==> src/sv/rsasc_pkg.sv <==
// Shared constants, types and helper functions for the radix string
// add/subtract/compare block. No dependencies.

package rsasc_pkg;

    // Operand width; arithmetic wraps modulo 2^VALUE_WIDTH.
    localparam int VALUE_WIDTH = 32;

    // Result digit scratch store.
    localparam int DIGIT_SLOTS = 32;
    localparam int IDX_W       = $clog2(DIGIT_SLOTS);
    localparam int CNT_W       = IDX_W + 1;

    // Divider: quotient bits retired per cycle and resulting cycle count.
    localparam int DIV_STEP  = 4;
    localparam int DIV_CYC   = (VALUE_WIDTH + DIV_STEP - 1) / DIV_STEP;
    localparam int DIV_W     = DIV_CYC * DIV_STEP;
    localparam int DIV_CNT_W = (DIV_CYC > 1) ? $clog2(DIV_CYC) : 1;

    // Stream payload widths.
    localparam int S_TDATA_W = 16;
    localparam int M_TDATA_W = 16;

    // Action codes.
    localparam logic [1:0] ACT_ADD = 2'd0;
    localparam logic [1:0] ACT_SUB = 2'd1;
    localparam logic [1:0] ACT_CMP = 2'd2;

    // Character codes.
    localparam logic [7:0] CH_ZERO  = 8'h30;
    localparam logic [7:0] CH_SEVEN = 8'h37;
    localparam logic [7:0] CH_A     = 8'h41;
    localparam logic [7:0] CH_F     = 8'h46;
    localparam logic [7:0] CH_MINUS = 8'h2D;

    // Emission radix limits.
    localparam logic [4:0] BASE_MIN = 5'd2;
    localparam logic [4:0] BASE_MAX = 5'd16;

    typedef enum logic [2:0] {
        ST_IDLE,
        ST_EVAL,
        ST_START,
        ST_DIV,
        ST_SIGN,
        ST_READ,
        ST_EMIT
    } t_state;

    // Maps a digit value 0..15 to its character.
    function automatic logic [7:0] digit_to_char(input logic [3:0] d);
        logic [7:0] ch;
        if (d < 4'd10) begin
            ch = CH_ZERO + {4'd0, d};
        end else begin
            ch = CH_SEVEN + {4'd0, d};
        end
        return ch;
    endfunction

endpackage

==> src/sv/rsasc_div.sv <==
// Iterative divider of an operand by a small radix, several quotient bits a cycle.
// Depends on rsasc_pkg.

module rsasc_div (
    input  logic                             i_clk,
    input  logic                             i_rst_n,
    input  logic                             i_start,
    input  logic [rsasc_pkg::VALUE_WIDTH-1:0] i_dividend,
    input  logic [4:0]                       i_divisor,
    output logic                             o_done,
    output logic [rsasc_pkg::VALUE_WIDTH-1:0] o_quotient,
    output logic [3:0]                       o_remainder
);
    import rsasc_pkg::*;

    logic [DIV_W-1:0]     r_q;
    logic [DIV_W-1:0]     n_q;
    logic [3:0]           r_rem;
    logic [3:0]           n_rem;
    logic [DIV_CNT_W-1:0] r_step;
    logic                 r_busy;
    logic                 r_done;

    // Restoring long division, DIV_STEP bits per cycle.  The partial
    // remainder stays below the divisor, so five bits hold each trial.
    always_comb begin
        logic [4:0]       trial;
        logic [DIV_W-1:0] q;
        logic [3:0]       rem;
        q   = r_q;
        rem = r_rem;
        for (int k = 0; k < DIV_STEP; k++) begin
            trial = {rem, q[DIV_W-1]};
            if (trial >= i_divisor) begin
                trial = trial - i_divisor;
                q     = {q[DIV_W-2:0], 1'b1};
            end else begin
                q     = {q[DIV_W-2:0], 1'b0};
            end
            rem = trial[3:0];
        end
        n_q   = q;
        n_rem = rem;
    end

    always_ff @(posedge i_clk) begin
        if (!i_rst_n) begin
            r_busy <= 1'b0;
            r_done <= 1'b0;
            r_step <= '0;
        end else begin
            r_done <= 1'b0;
            if (i_start) begin
                r_busy <= 1'b1;
                r_step <= DIV_CNT_W'(DIV_CYC - 1);
            end else if (r_busy) begin
                if (r_step == '0) begin
                    r_busy <= 1'b0;
                    r_done <= 1'b1;
                end else begin
                    r_step <= r_step - 1'b1;
                end
            end
        end
    end

    always_ff @(posedge i_clk) begin
        if (i_start) begin
            r_q   <= DIV_W'(i_dividend);
            r_rem <= '0;
        end else if (r_busy) begin
            r_q   <= n_q;
            r_rem <= n_rem;
        end
    end

    assign o_done      = r_done;
    assign o_quotient  = r_q[VALUE_WIDTH-1:0];
    assign o_remainder = r_rem;

endmodule

==> src/sv/rsasc_acc.sv <==
// Operand accumulators: one shared multiply-accumulate by Horner's rule.
// Depends on rsasc_pkg.

module rsasc_acc (
    input  logic                             i_clk,
    input  logic                             i_rst_n,
    input  logic                             i_load,
    input  logic                             i_sel,
    input  logic [7:0]                       i_digit_char,
    input  logic [4:0]                       i_digit_base,
    input  logic                             i_final,
    output logic [rsasc_pkg::VALUE_WIDTH-1:0] o_first_value,
    output logic [rsasc_pkg::VALUE_WIDTH-1:0] o_second_value,
    output logic [4:0]                       o_emit_base
);
    import rsasc_pkg::*;

    logic [VALUE_WIDTH-1:0] r_first;
    logic [VALUE_WIDTH-1:0] r_second;
    logic [4:0]             r_first_radix;
    logic [4:0]             r_second_radix;
    logic                   r_first_busy;
    logic                   r_second_busy;
    logic [VALUE_WIDTH-1:0] digit_val;
    logic [VALUE_WIDTH-1:0] mac_in;
    logic [VALUE_WIDTH-1:0] prod;
    logic [VALUE_WIDTH-1:0] n_value;
    logic [4:0]             big_radix;

    always_comb begin
        if (i_digit_char inside {[CH_A:CH_F]}) begin
            digit_val = VALUE_WIDTH'(i_digit_char - CH_SEVEN);
        end else begin
            digit_val = VALUE_WIDTH'(i_digit_char) - VALUE_WIDTH'(CH_ZERO);
        end
        mac_in = i_sel ? r_second : r_first;
        prod   = mac_in * VALUE_WIDTH'(i_digit_base);
        if (i_sel ? r_second_busy : r_first_busy) begin
            n_value = prod + digit_val;
        end else begin
            n_value = digit_val;
        end
    end

    always_ff @(posedge i_clk) begin
        if (!i_rst_n) begin
            r_first        <= '0;
            r_second       <= '0;
            r_first_radix  <= BASE_MIN;
            r_second_radix <= BASE_MIN;
            r_first_busy   <= 1'b0;
            r_second_busy  <= 1'b0;
        end else if (i_load) begin
            if (i_sel) begin
                r_second       <= n_value;
                r_second_radix <= i_digit_base;
                r_second_busy  <= !i_final;
            end else begin
                r_first        <= n_value;
                r_first_radix  <= i_digit_base;
                r_first_busy   <= !i_final;
            end
        end
    end

    always_comb begin
        big_radix = (r_first_radix > r_second_radix) ? r_first_radix : r_second_radix;
        if (big_radix < BASE_MIN) begin
            o_emit_base = BASE_MIN;
        end else if (big_radix > BASE_MAX) begin
            o_emit_base = BASE_MAX;
        end else begin
            o_emit_base = big_radix;
        end
    end

    assign o_first_value  = r_first;
    assign o_second_value = r_second;

endmodule

==> src/sv/radix_string_add_sub_compare.sv <==
// Top level of the radix string add/subtract/compare block: sequencer,
// result digit store and output register. Depends on rsasc_pkg, rsasc_acc
// and rsasc_div.
//
// Usage: digit requests arrive on the slave stream, most significant digit
// first; tuser selects the operand and tlast marks an operand's final digit.
// Each digit is folded into its operand in the cycle it is accepted, so,
// while the sequencer is idle, a run of digits streams in at one request
// per cycle.  The final digit of the second operand triggers the action:
// compare gives one result request with the less/equal/greater flags once
// evaluation has loaded the output register; add and subtract produce the
// result in the larger radix, a leading '-' when negative.  Each add or
// subtract result digit costs one pass of the shared divider, ST_START then
// ST_DIV, for up to 32 digits; each character is then read back from the
// digit store through ST_READ and ST_EMIT, most significant first.  Input
// is not ready from the triggering request until the last result character
// has been loaded.  One output register parts the two sides; when the
// receiver stalls, the sequencer simply holds until the register is free.
// Reset clears both operands to zero, their radixes to two and returns the
// sequencer to idle; the digit store needs no clearing.

module radix_string_add_sub_compare (
    input  logic                             i_clk,
    input  logic                             i_rst_n,
    // Fields from bit 0 up: action[1:0], digit_char[9:2], digit_base[14:10], zero.
    input  logic [rsasc_pkg::S_TDATA_W-1:0]  i_s_tdata,
    // Fields: operand_sel[0].
    input  logic                             i_s_tuser,
    input  logic                             i_s_tlast,
    input  logic                             i_s_tvalid,
    output logic                             o_s_tready,
    // Fields from bit 0 up: out_char[7:0], is_less[8], is_equal[9],
    // is_greater[10], zeros[15:11].
    output logic [rsasc_pkg::M_TDATA_W-1:0]  o_m_tdata,
    output logic                             o_m_tlast,
    output logic                             o_m_tvalid,
    input  logic                             i_m_tready
);
    import rsasc_pkg::*;

    t_state                 r_state;
    t_state                 n_state;
    logic [1:0]             r_action;
    logic [1:0]             n_action;
    logic [VALUE_WIDTH-1:0] r_mag;
    logic [VALUE_WIDTH-1:0] n_mag;
    logic                   r_neg;
    logic                   n_neg;
    logic [4:0]             r_base;
    logic [4:0]             n_base;
    logic [CNT_W-1:0]       r_cnt;
    logic [CNT_W-1:0]       n_cnt;
    logic [IDX_W-1:0]       r_idx;
    logic [IDX_W-1:0]       n_idx;
    logic [3:0]             r_rd_data;
    logic [3:0]             mem [DIGIT_SLOTS];
    logic                   mem_we;

    logic                   r_ov;
    logic                   n_ov;
    logic [7:0]             r_o_char;
    logic [7:0]             n_o_char;
    logic [2:0]             r_o_flags;
    logic [2:0]             n_o_flags;
    logic                   r_o_last;
    logic                   n_o_last;

    logic                   s_accept;
    logic                   trigger;
    logic [1:0]             in_action;
    logic [7:0]             in_char;
    logic [4:0]             in_base;
    logic [VALUE_WIDTH-1:0] first_value;
    logic [VALUE_WIDTH-1:0] second_value;
    logic [4:0]             emit_base;
    logic [VALUE_WIDTH-1:0] result;
    logic                   can_load;
    logic                   div_start;
    logic                   div_done;
    logic [VALUE_WIDTH-1:0] div_quot;
    logic [3:0]             div_rem;

    assign in_action = i_s_tdata[1:0];
    assign in_char   = i_s_tdata[9:2];
    assign in_base   = i_s_tdata[14:10];

    assign o_s_tready = (r_state == ST_IDLE);
    assign s_accept   = i_s_tvalid && o_s_tready;
    // Only the final digit of the second operand with a defined action
    // starts a result; everything else just accumulates.
    assign trigger    = i_s_tuser && i_s_tlast &&
                        (in_action inside {ACT_ADD, ACT_SUB, ACT_CMP});
    assign can_load   = !r_ov || i_m_tready;

    rsasc_acc u_acc (
        .i_clk          (i_clk),
        .i_rst_n        (i_rst_n),
        .i_load         (s_accept),
        .i_sel          (i_s_tuser),
        .i_digit_char   (in_char),
        .i_digit_base   (in_base),
        .i_final        (i_s_tlast),
        .o_first_value  (first_value),
        .o_second_value (second_value),
        .o_emit_base    (emit_base)
    );

    rsasc_div u_div (
        .i_clk       (i_clk),
        .i_rst_n     (i_rst_n),
        .i_start     (div_start),
        .i_dividend  (r_mag),
        .i_divisor   (r_base),
        .o_done      (div_done),
        .o_quotient  (div_quot),
        .o_remainder (div_rem)
    );

    assign result = (r_action == ACT_SUB) ? (first_value - second_value)
                                          : (first_value + second_value);

    always_comb begin
        n_state   = r_state;
        n_action  = r_action;
        n_mag     = r_mag;
        n_neg     = r_neg;
        n_base    = r_base;
        n_cnt     = r_cnt;
        n_idx     = r_idx;
        n_ov      = r_ov && !i_m_tready;
        n_o_char  = r_o_char;
        n_o_flags = r_o_flags;
        n_o_last  = r_o_last;
        div_start = 1'b0;
        mem_we    = 1'b0;

        case (r_state)
            ST_IDLE: begin
                if (s_accept && trigger) begin
                    n_action = in_action;
                    n_state  = ST_EVAL;
                end
            end
            ST_EVAL: begin
                if (r_action == ACT_CMP) begin
                    if (can_load) begin
                        n_ov      = 1'b1;
                        n_o_char  = 8'd0;
                        n_o_flags = {$signed(first_value) > $signed(second_value),
                                     first_value == second_value,
                                     $signed(first_value) < $signed(second_value)};
                        n_o_last  = 1'b1;
                        n_state   = ST_IDLE;
                    end
                end else begin
                    // The most negative value negates to itself, which read
                    // unsigned is exactly its magnitude.
                    n_neg   = result[VALUE_WIDTH-1];
                    n_mag   = result[VALUE_WIDTH-1] ? (~result + 1'b1) : result;
                    n_base  = emit_base;
                    n_cnt   = '0;
                    n_state = ST_START;
                end
            end
            ST_START: begin
                div_start = 1'b1;
                n_state   = ST_DIV;
            end
            ST_DIV: begin
                // Digits are stored least significant first; a zero
                // magnitude still yields one '0' digit.
                if (div_done) begin
                    mem_we = 1'b1;
                    n_mag  = div_quot;
                    n_cnt  = r_cnt + 1'b1;
                    if (div_quot == '0 || r_cnt == CNT_W'(DIGIT_SLOTS - 1)) begin
                        n_idx   = r_cnt[IDX_W-1:0];
                        n_state = ST_SIGN;
                    end else begin
                        n_state = ST_START;
                    end
                end
            end
            ST_SIGN: begin
                if (!r_neg) begin
                    n_state = ST_READ;
                end else if (can_load) begin
                    n_ov      = 1'b1;
                    n_o_char  = CH_MINUS;
                    n_o_flags = 3'b000;
                    n_o_last  = 1'b0;
                    n_state   = ST_READ;
                end
            end
            ST_READ: begin
                n_state = ST_EMIT;
            end
            ST_EMIT: begin
                if (can_load) begin
                    n_ov      = 1'b1;
                    n_o_char  = digit_to_char(r_rd_data);
                    n_o_flags = 3'b000;
                    n_o_last  = (r_idx == '0);
                    if (r_idx == '0) begin
                        n_state = ST_IDLE;
                    end else begin
                        n_idx   = r_idx - 1'b1;
                        n_state = ST_READ;
                    end
                end
            end
            default: begin
                n_state = ST_IDLE;
            end
        endcase
    end

    always_ff @(posedge i_clk) begin
        if (!i_rst_n) begin
            r_state <= ST_IDLE;
            r_ov    <= 1'b0;
            r_cnt   <= '0;
        end else begin
            r_state <= n_state;
            r_ov    <= n_ov;
            r_cnt   <= n_cnt;
        end
    end

    always_ff @(posedge i_clk) begin
        r_action  <= n_action;
        r_mag     <= n_mag;
        r_neg     <= n_neg;
        r_base    <= n_base;
        r_idx     <= n_idx;
        r_o_char  <= n_o_char;
        r_o_flags <= n_o_flags;
        r_o_last  <= n_o_last;
    end

    // Digit store: one write port, one registered read port.
    always_ff @(posedge i_clk) begin
        if (mem_we) begin
            mem[r_cnt[IDX_W-1:0]] <= div_rem;
        end
        r_rd_data <= mem[r_idx];
    end

    assign o_m_tvalid = r_ov;
    assign o_m_tdata  = {(M_TDATA_W - 11)'(0), r_o_flags, r_o_char};
    assign o_m_tlast  = r_o_last;

    // A triggering request always leads straight into evaluation.
    a_trigger_eval: assert property (@(posedge i_clk) disable iff (!i_rst_n)
        (s_accept && trigger) |=> (r_state == ST_EVAL))
        else $error("trigger request did not start evaluation");

    // The divider's remainder is a valid digit of the emission radix.
    a_rem_range: assert property (@(posedge i_clk) disable iff (!i_rst_n)
        (r_state == ST_DIV && div_done) |-> (div_rem < r_base))
        else $error("divider remainder not below the radix");

    // The digit count never passes the store's depth.
    a_cnt_range: assert property (@(posedge i_clk) disable iff (!i_rst_n)
        r_cnt <= CNT_W'(DIGIT_SLOTS))
        else $error("digit count beyond store depth");

    // Characters are read back only after at least one digit was stored.
    a_emit_has_digits: assert property (@(posedge i_clk) disable iff (!i_rst_n)
        (r_state == ST_EMIT) |-> (r_cnt != '0))
        else $error("emitting with an empty digit store");

    // The divider is started only from ST_START, which always moves on into ST_DIV.
    a_div_start: assert property (@(posedge i_clk) disable iff (!i_rst_n)
        div_start |=> (r_state == ST_DIV))
        else $error("divider started outside the digit loop");

endmodule
==> config.mk <==
export PLATFORM = sky130hd
export DESIGN_NAME = radix_string_add_sub_compare
export DESIGN_NICKNAME = d
export VERILOG_FILES = /design/src/sv/rsasc_pkg.sv /design/src/sv/rsasc_div.sv /design/src/sv/rsasc_acc.sv /design/src/sv/radix_string_add_sub_compare.sv
export SDC_FILE = /design/constraint.sdc
export NUM_CORES = 1
export LEC_CHECK = 0
export BUFFER_PORTS_ARGS = -buffer_cell sky130_fd_sc_hd__buf_2
export CORE_MARGIN = 8
export CORE_UTILIZATION = 40
export DETAILED_ROUTE_END_ITERATION = 8
export SYNTH_ARGS = -nofsm -noshare
export SYNTH_HDL_FRONTEND = slang
export SYNTH_SLANG_ARGS = --single-unit
==> constraint.sdc <==
create_clock -name i_clk -period 10.4 [get_ports i_clk]
set_input_delay 1.56 -clock i_clk [delete_from_list [all_inputs] [get_ports i_clk]]
set_output_delay 1.56 -clock i_clk [all_outputs]
set_load 0.1 [all_outputs]
# After elaboration in Yosys (flattened, before gate mapping)
# Memories as Yosys holds them, arrays and structs flattened. A register that Yosys moved wholly into a read port is not among the register bits.
# Cells that the tools add are included.
[totals] ramBits=128 memories=1 regBits=184 wordCells=188
[classes] n_addsub=15 magnitude_cmp=12 reduce_logical=33 n_mux=73 n_eq_ne=25 bitwise=5 mul=1
[memory_table] name="mem" words=32 width=4 read_ports=1 rd_ports_with_merged_regs=1 write_ports=1 line_no="radix_string_add_sub_compare.sv:56" rtl="logic [3:0] mem [DIGIT_SLOTS];"
[op_table] operator="32-bit 2-to-1 mux" count=9
[op_table] operator="32-bit adder" count=2
[op_table] operator="32-bit one-hot mux with 2 select lines" count=1
[op_table] operator="3-bit 2-to-1 mux" count=16
[op_table] operator="8-bit 2-to-1 mux" count=5
[op_table] operator="32-bit by 1-bit adder with 32-bit output (second input constant)" count=1
[op_table] operator="32-bit equality test" count=1
[op_table] operator="32-bit > comparator" count=1
[op_table] operator="32-bit logical NOT" count=1
[op_table] operator="32-bit less-than comparator" count=1
[op_table] operator="32-bit by 5-bit multiplier with 32-bit output" count=1
[op_table] operator="32-bit NOT" count=1
[op_table] operator="32-bit subtractor" count=1
[op_table] operator="5-bit 2-to-1 mux" count=6
[op_table] operator="8-bit one-hot mux with 3 select lines" count=1
[op_table] operator="1-bit 2-to-1 mux" count=22
[op_table] operator="3-bit one-hot mux with 7 select lines" count=1
[op_table] operator="5-bit greater-or-equal comparator" count=4
[op_table] operator="2-bit inequality test (second input constant)" count=9
[op_table] operator="8-bit by 6-bit subtractor with 9-bit output (second input constant)" count=2
[op_table] operator="4-bit 2-to-1 mux" count=4
[op_table] operator="4-bit subtractor" count=4
[op_table] operator="6-bit by 4-bit adder with 7-bit output (first input constant)" count=2
[op_table] operator="6-bit 2-to-1 mux" count=2
[op_table] operator="other kinds (38)" count=66

# Logic depth before layout (Yosys ltp)
[logic_depth] word_depth=10 ltp_mapped=38 mapped_depth_nobuf=38

# Hierarchy
# A second synthesis with hierarchy kept.
[hier_totals] cells_unflattened=2516 hier_area_um2=24601.1
[modules_own_cells] mod="radix_string_add_sub_compare" cells_per_inst=1225 instances=1 seq_area_each_um2=5805.6 area_per_inst_um2=13028.7
[modules_own_cells] mod="rsasc_acc" cells_per_inst=1073 instances=1 seq_area_each_um2=1521.5 area_per_inst_um2=8978.6
[modules_own_cells] mod="rsasc_div" cells_per_inst=218 instances=1 seq_area_each_um2=1141.1 area_per_inst_um2=2593.7

# Worst setup path before layout
# No wires, ideal clock.
[synth_timing] path_type="input-to-reg" from="in i_s_tdata[6] (netlist name)" to="reg u_acc.r_second[26], in the netlist u_acc.o_second_value[26]" cell_stages=26 setup_ns=0.086 setup_slack_ns=2.599 required_ns=10.314 arrival_time_ns=7.716 n_path_buf=0 path_cell_list="inv_1 > ha_1 > nand2_1 > or4_1 > a21oi_1 > nand2_1 > nand2_1 > nand2_1 > inv_1 > fa_1 > inv_1 > fa_1 > inv_1 > fa_1 > ha_1 > a21o_1 > a221o_1 > a21oi_1 > nand3b_1 > o211a_1 > o31ai_1 > a21o_1 > nand2_1 > mux2_2 > o311a_1 > a211oi_1"
[synth_via] elab_chain_len=5 word_cells_on_any_way=8
[synth_rtl] element="from (decl)" line_no="radix_string_add_sub_compare.sv:26" rtl="input logic [rsasc_pkg::S_TDATA_W-1:0] i_s_tdata,"
[synth_rtl] element="8-bit by 7-bit greater-or-equal comparator with 1-bit output / 8-bit by 7-bit less-or-equal comparator with 1-bit output (equally long branches)" line_no="rsasc_acc.sv:31" rtl="if (i_digit_char inside {[CH_A:CH_F]}) begin"
[synth_rtl] element="1-bit logical AND" line_no="rsasc_acc.sv:31"
[synth_rtl] element="32-bit 2-to-1 mux (*)" line_no="rsasc_acc.sv:31"
[synth_rtl] element="32-bit adder" line_no="rsasc_acc.sv:39" rtl="n_value = prod + digit_val;"
[synth_rtl] element="32-bit 2-to-1 mux (*)" line_no="rsasc_acc.sv:38" rtl="if (i_sel ? r_second_busy : r_first_busy) begin"
[synth_rtl] element="to (signal assigned)" line_no="rsasc_acc.sv:55" rtl="r_second <= n_value;"
[synth_rtl] element="to (decl)" line_no="rsasc_acc.sv:19" rtl="logic [VALUE_WIDTH-1:0] r_second;"
# Every way passes the cells marked *; elsewhere a longest branch is shown, timed or not.
# A chain may end at the register's enable or synchronous reset.

# Worst setup path after layout
[layout_timing] from="in i_s_tdata[6] (netlist name)" to="reg u_acc.r_first[30], in the netlist u_acc.o_first_value[30]"
[layout_via] elab_chain_len=5 word_cells_on_any_way=8
[layout_rtl] element="8-bit by 7-bit greater-or-equal comparator with 1-bit output / 8-bit by 7-bit less-or-equal comparator with 1-bit output (equally long branches)" line_no="rsasc_acc.sv:31"
[layout_rtl] element="1-bit logical AND" line_no="rsasc_acc.sv:31"
[layout_rtl] element="32-bit 2-to-1 mux (*)" line_no="rsasc_acc.sv:31"
[layout_rtl] element="32-bit adder" line_no="rsasc_acc.sv:39"
[layout_rtl] element="32-bit 2-to-1 mux (*)" line_no="rsasc_acc.sv:38"
[layout_rtl] element="to (signal assigned)" line_no="rsasc_acc.sv:59" rtl="r_first <= n_value;"
[layout_rtl] element="to (decl)" line_no="rsasc_acc.sv:18" rtl="logic [VALUE_WIDTH-1:0] r_first;"
# Marks and branches as above.

==> flow_summary.yaml <==
detailed_routing:
  dr_wl_met2_um: 27510
  wl_per_cell_um: 18.40
  ant_nets: 0
  firstDrtPassIters: 5
  vias: 18240
  m1WireLength_um: 29340
  drc: 0
  routed_wl_um: 60710
  drt-initial-drc-count: 1237
  dr.max_layer_used: "met5"
  wl_met3_um: 2804
  viasPerCell: 5.526
grt:
  grt_pass1_wl_um: 97400
  grt_antenna_before_repair: 1
  grtUsageTotal_pct: 17.59
  grt_start_max_net_pins: 65
  grt_overflow: 0
  grt_pass1_vias: 18050
power_and_ir_drop:
  p_int_uw: 2766
  pwr-share-comb_pct: 36.0
  net-switching-power_uw: 1483
  p_per_area_nw_per_um2: 164.1
  p_leak_uw: 0.01022
  p_seq_share_pct: 35.3
  switching_share_pct: 34.90
  ir_drop_mv: 0.1087
  p_clk_share_pct: 28.7
min_path:
  hold_class: "register to register"
  hold_start: "u_acc.r_second_radix[4]"
  min_to: "u_acc.r_second_radix[4]"
  min_path_cells: 2
logic_synthesis:
  synth_adder_area_share_pct: 17.16
  ys.flop_type: "edfxtp_1"
  synth_enable_flop_cells: 216
  synthArstFlopShare_pct: 0
  synthTopCellsByArea: "edfxtp_1 (27%), fa_1 (9.9%), dfxtp_1 (8.3%)"
  synthCells: 2527
  post-synth-top-area-fraction_pct: 27.01
  ys_ff_latch: 315
  yosys.area.top_type: "edfxtp_1"
  synth_mux_area_share_pct: 7.102
  synth_xor_area_share_pct: 3.575
  syn_area_um2: 24010
  yosys.area_share.simple_pct: 15.92
  synth_top_family_by_area: "adder cells"
  ys_types: 103
  synth_compound_area_share_pct: 15.40
  seq_area_frac_synth_pct: 35.27
  yosysWarnings: 0
  avgSynthCellArea_um2: 9.502
placed_design:
  gp_congestion: 0.8901
  post_dp_cell_area_um2: 24790
  dp_hpwl_um: 45440
  post-place-cells: 3238
  io_buffers: 33
  post-place-ws_ns: 1.513
final_layout:
  finalNetCount: 2772
  mostFrequentLayoutCell: "nand2_1"
  area_growth_pct: 7.847
  multi_input_area_um2: 14250
  fillers: 5799
  layout_common_cells: "nand2_1 (271), nor2_1 (228), edfxtp_1 (216)"
  drive_gt1_share_pct: 9.651
  final_cell_area_um2: 25900
  final_util_pct: 43.23
  antenna_cells: 0
  regArea_um2: 8468
  final_cells: 3300
setup_path:
  crit_path_max_fanout: 15
  arrival_ns: 8.86
  r2r_start: "r_base[1]"
  crit_type: "primary input to register"
  cp_slowest_cell: "inv_1"
  cp_common_cell: "nand2_1"
  r2r-end: "u_div.o_remainder[2]"
  rr_worst_depth: 35
  critical_path.endpoint_type: "register"
  critPathRequiredTime_ns: 10.88
  max_stage_delay_ns: 0.72
  start_kind: "primary input"
  r2r_slack_ns: 2.99
clock_network:
  htreeDepth: 2
  worstSkewPairLatency_ns: 0.54
  clock-sinks: 315
  cts.path.max_buffers: 3
  path_clk_slew_ns: 0.06
  cts_buffers: 34
  cts_tree: "built"
  cts_resized: 0
  postCtsHoldBufs: 0
  root_buffer: "clkbuf_16"
  postCtsSetupBuffers: 0
sta:
  period_minus_slack_ns: 8.375
  setup_tns_ns: 0
  slew_violations: 0
  relSlewSlack_pct: 25.18
  finalClockSkew_ns: 0.02066
  hold_viol_final: 0
  fmaxAchievable_mhz: 119.4
  grt_setup_unrepaired: "false"
  setup_viol: 0
  fin_crit_sh_pct: 80.53
  fin_ws_ns: 2.025
  worst_slew_pin_slew_ns: 1.122
floorplan:
  core_um2: 59910
  rows: 90
  start_util_pct: 40.08
  die_y_um: 261.0
  die_w_um: 261.0
  die-area_um2: 68130
  boundaryPins: 41
run:
  max_cap_viol_count: 0
status:
  status: "completed"
routing by layer:
layer	GRT usage (%)	vias to the layer above
met3	2.090	65
met1	25.11	8924
met4	3.727	2
met5	0	-
li1	-	8824
met2	28.59	421
worst max-delay path: cells and delay by family:
family	cells	cell delay [ns]
AOI/OAI and AO/OA	8	2.16
adders and majority gates	5	1.89
buffers and inverters	5	1.10
and+or+nand+nor	9	2.12
per-stage QoR:
step | total power, uW | hold slack (ns)
after detailed placement | 3048 | 0.4621
final | 4250 | 0.4694
after global routing | 4511 | 0.5127
after floorplan | 2682 | 0.4462
after CTS | 4274 | 0.4699
after global placement | 3009 | 0.4580
cells by family after synthesis:
logic type	Yosys count
other	1
AND/OR/NAND/NOR	804
AO/OA/AOI/OAI	573
adder cells (fa/ha/maj)	258
buffers and inverters	337
multiplexers	141
flip-flops	315
XOR/XNOR	98
power by group through the flow:
stage,sequential (uW),combinational [uW],clock (uW)
after floorplan,1570,1120,0
after global placement,1530,1480,0
after detailed placement,1530,1520,0
after CTS,1500,1530,1240
after global routing,1510,1710,1290
final,1500,1530,1220
cell type report:
cell class	instances	area share [%]
Timing Repair Buffer	52	1.189
Inverter	209	3.029
Multi-Input combinational cell	1880	55.01
Tap cell	782	3.778
Clock buffer	46	3.580
Sequential cell	315	32.70
Clock inverter	16	0.7102
Yosys cell counts (all sizes together) (9+ instances only):
master	number
a21oi	176
or3	15
xnor2	68
mux2i	50
o221ai	9
a21o	34
nand2	271
nand3	33
mux4	16
ha	139
or2	11
nor2b	32
buf	26
o21bai	13
nand3b	11
inv	209
nor2	229
nor3	35
mux2	75
xor2	30
o21a	10
clkbuf	101
o22ai	13
a211oi	69
edfxtp	216
nand2b	19
nor4	23
and2	67
o31ai	17
a31oi	23
and3	12
o211ai	14
nand4	16
fa	119
o21ai	127
dfxtp	99
how the worst max path moves through the flow:
stage                  from                       end  cells after the start
5_1_grt        i_s_tdata[2]  u_acc.o_second_value[31]                     27
2_1_floorplan  i_s_tdata[6]  u_acc.o_second_value[26]                     26
6_report       i_s_tdata[6]   u_acc.o_first_value[30]                     27
3_3_place_gp   i_s_tdata[6]   u_acc.o_first_value[30]                     27
4_1_cts        i_s_tdata[6]   u_acc.o_first_value[30]                     27
3_5_place_dp   i_s_tdata[6]   u_acc.o_first_value[30]                     27
sequential cells by signal, indices dropped and copies added, names as in the netlist, 4 cells and up:
| register | flops |
|---|---|
| u_div.o_remainder | 4 |
| u_div.o_quotient | 32 |
| r_o_char | 7 |
| mem | 128 |
| r_rd_data | 4 |
| r_idx | 5 |
| u_acc.o_first_value | 32 |
| u_acc.o_second_value | 32 |
| r_base | 5 |
| r_cnt | 6 |
| u_acc.r_second_radix | 5 |
| r_mag | 32 |
| u_acc.r_first_radix | 5 |
Note: power is estimated with default switching activity, not from simulation.
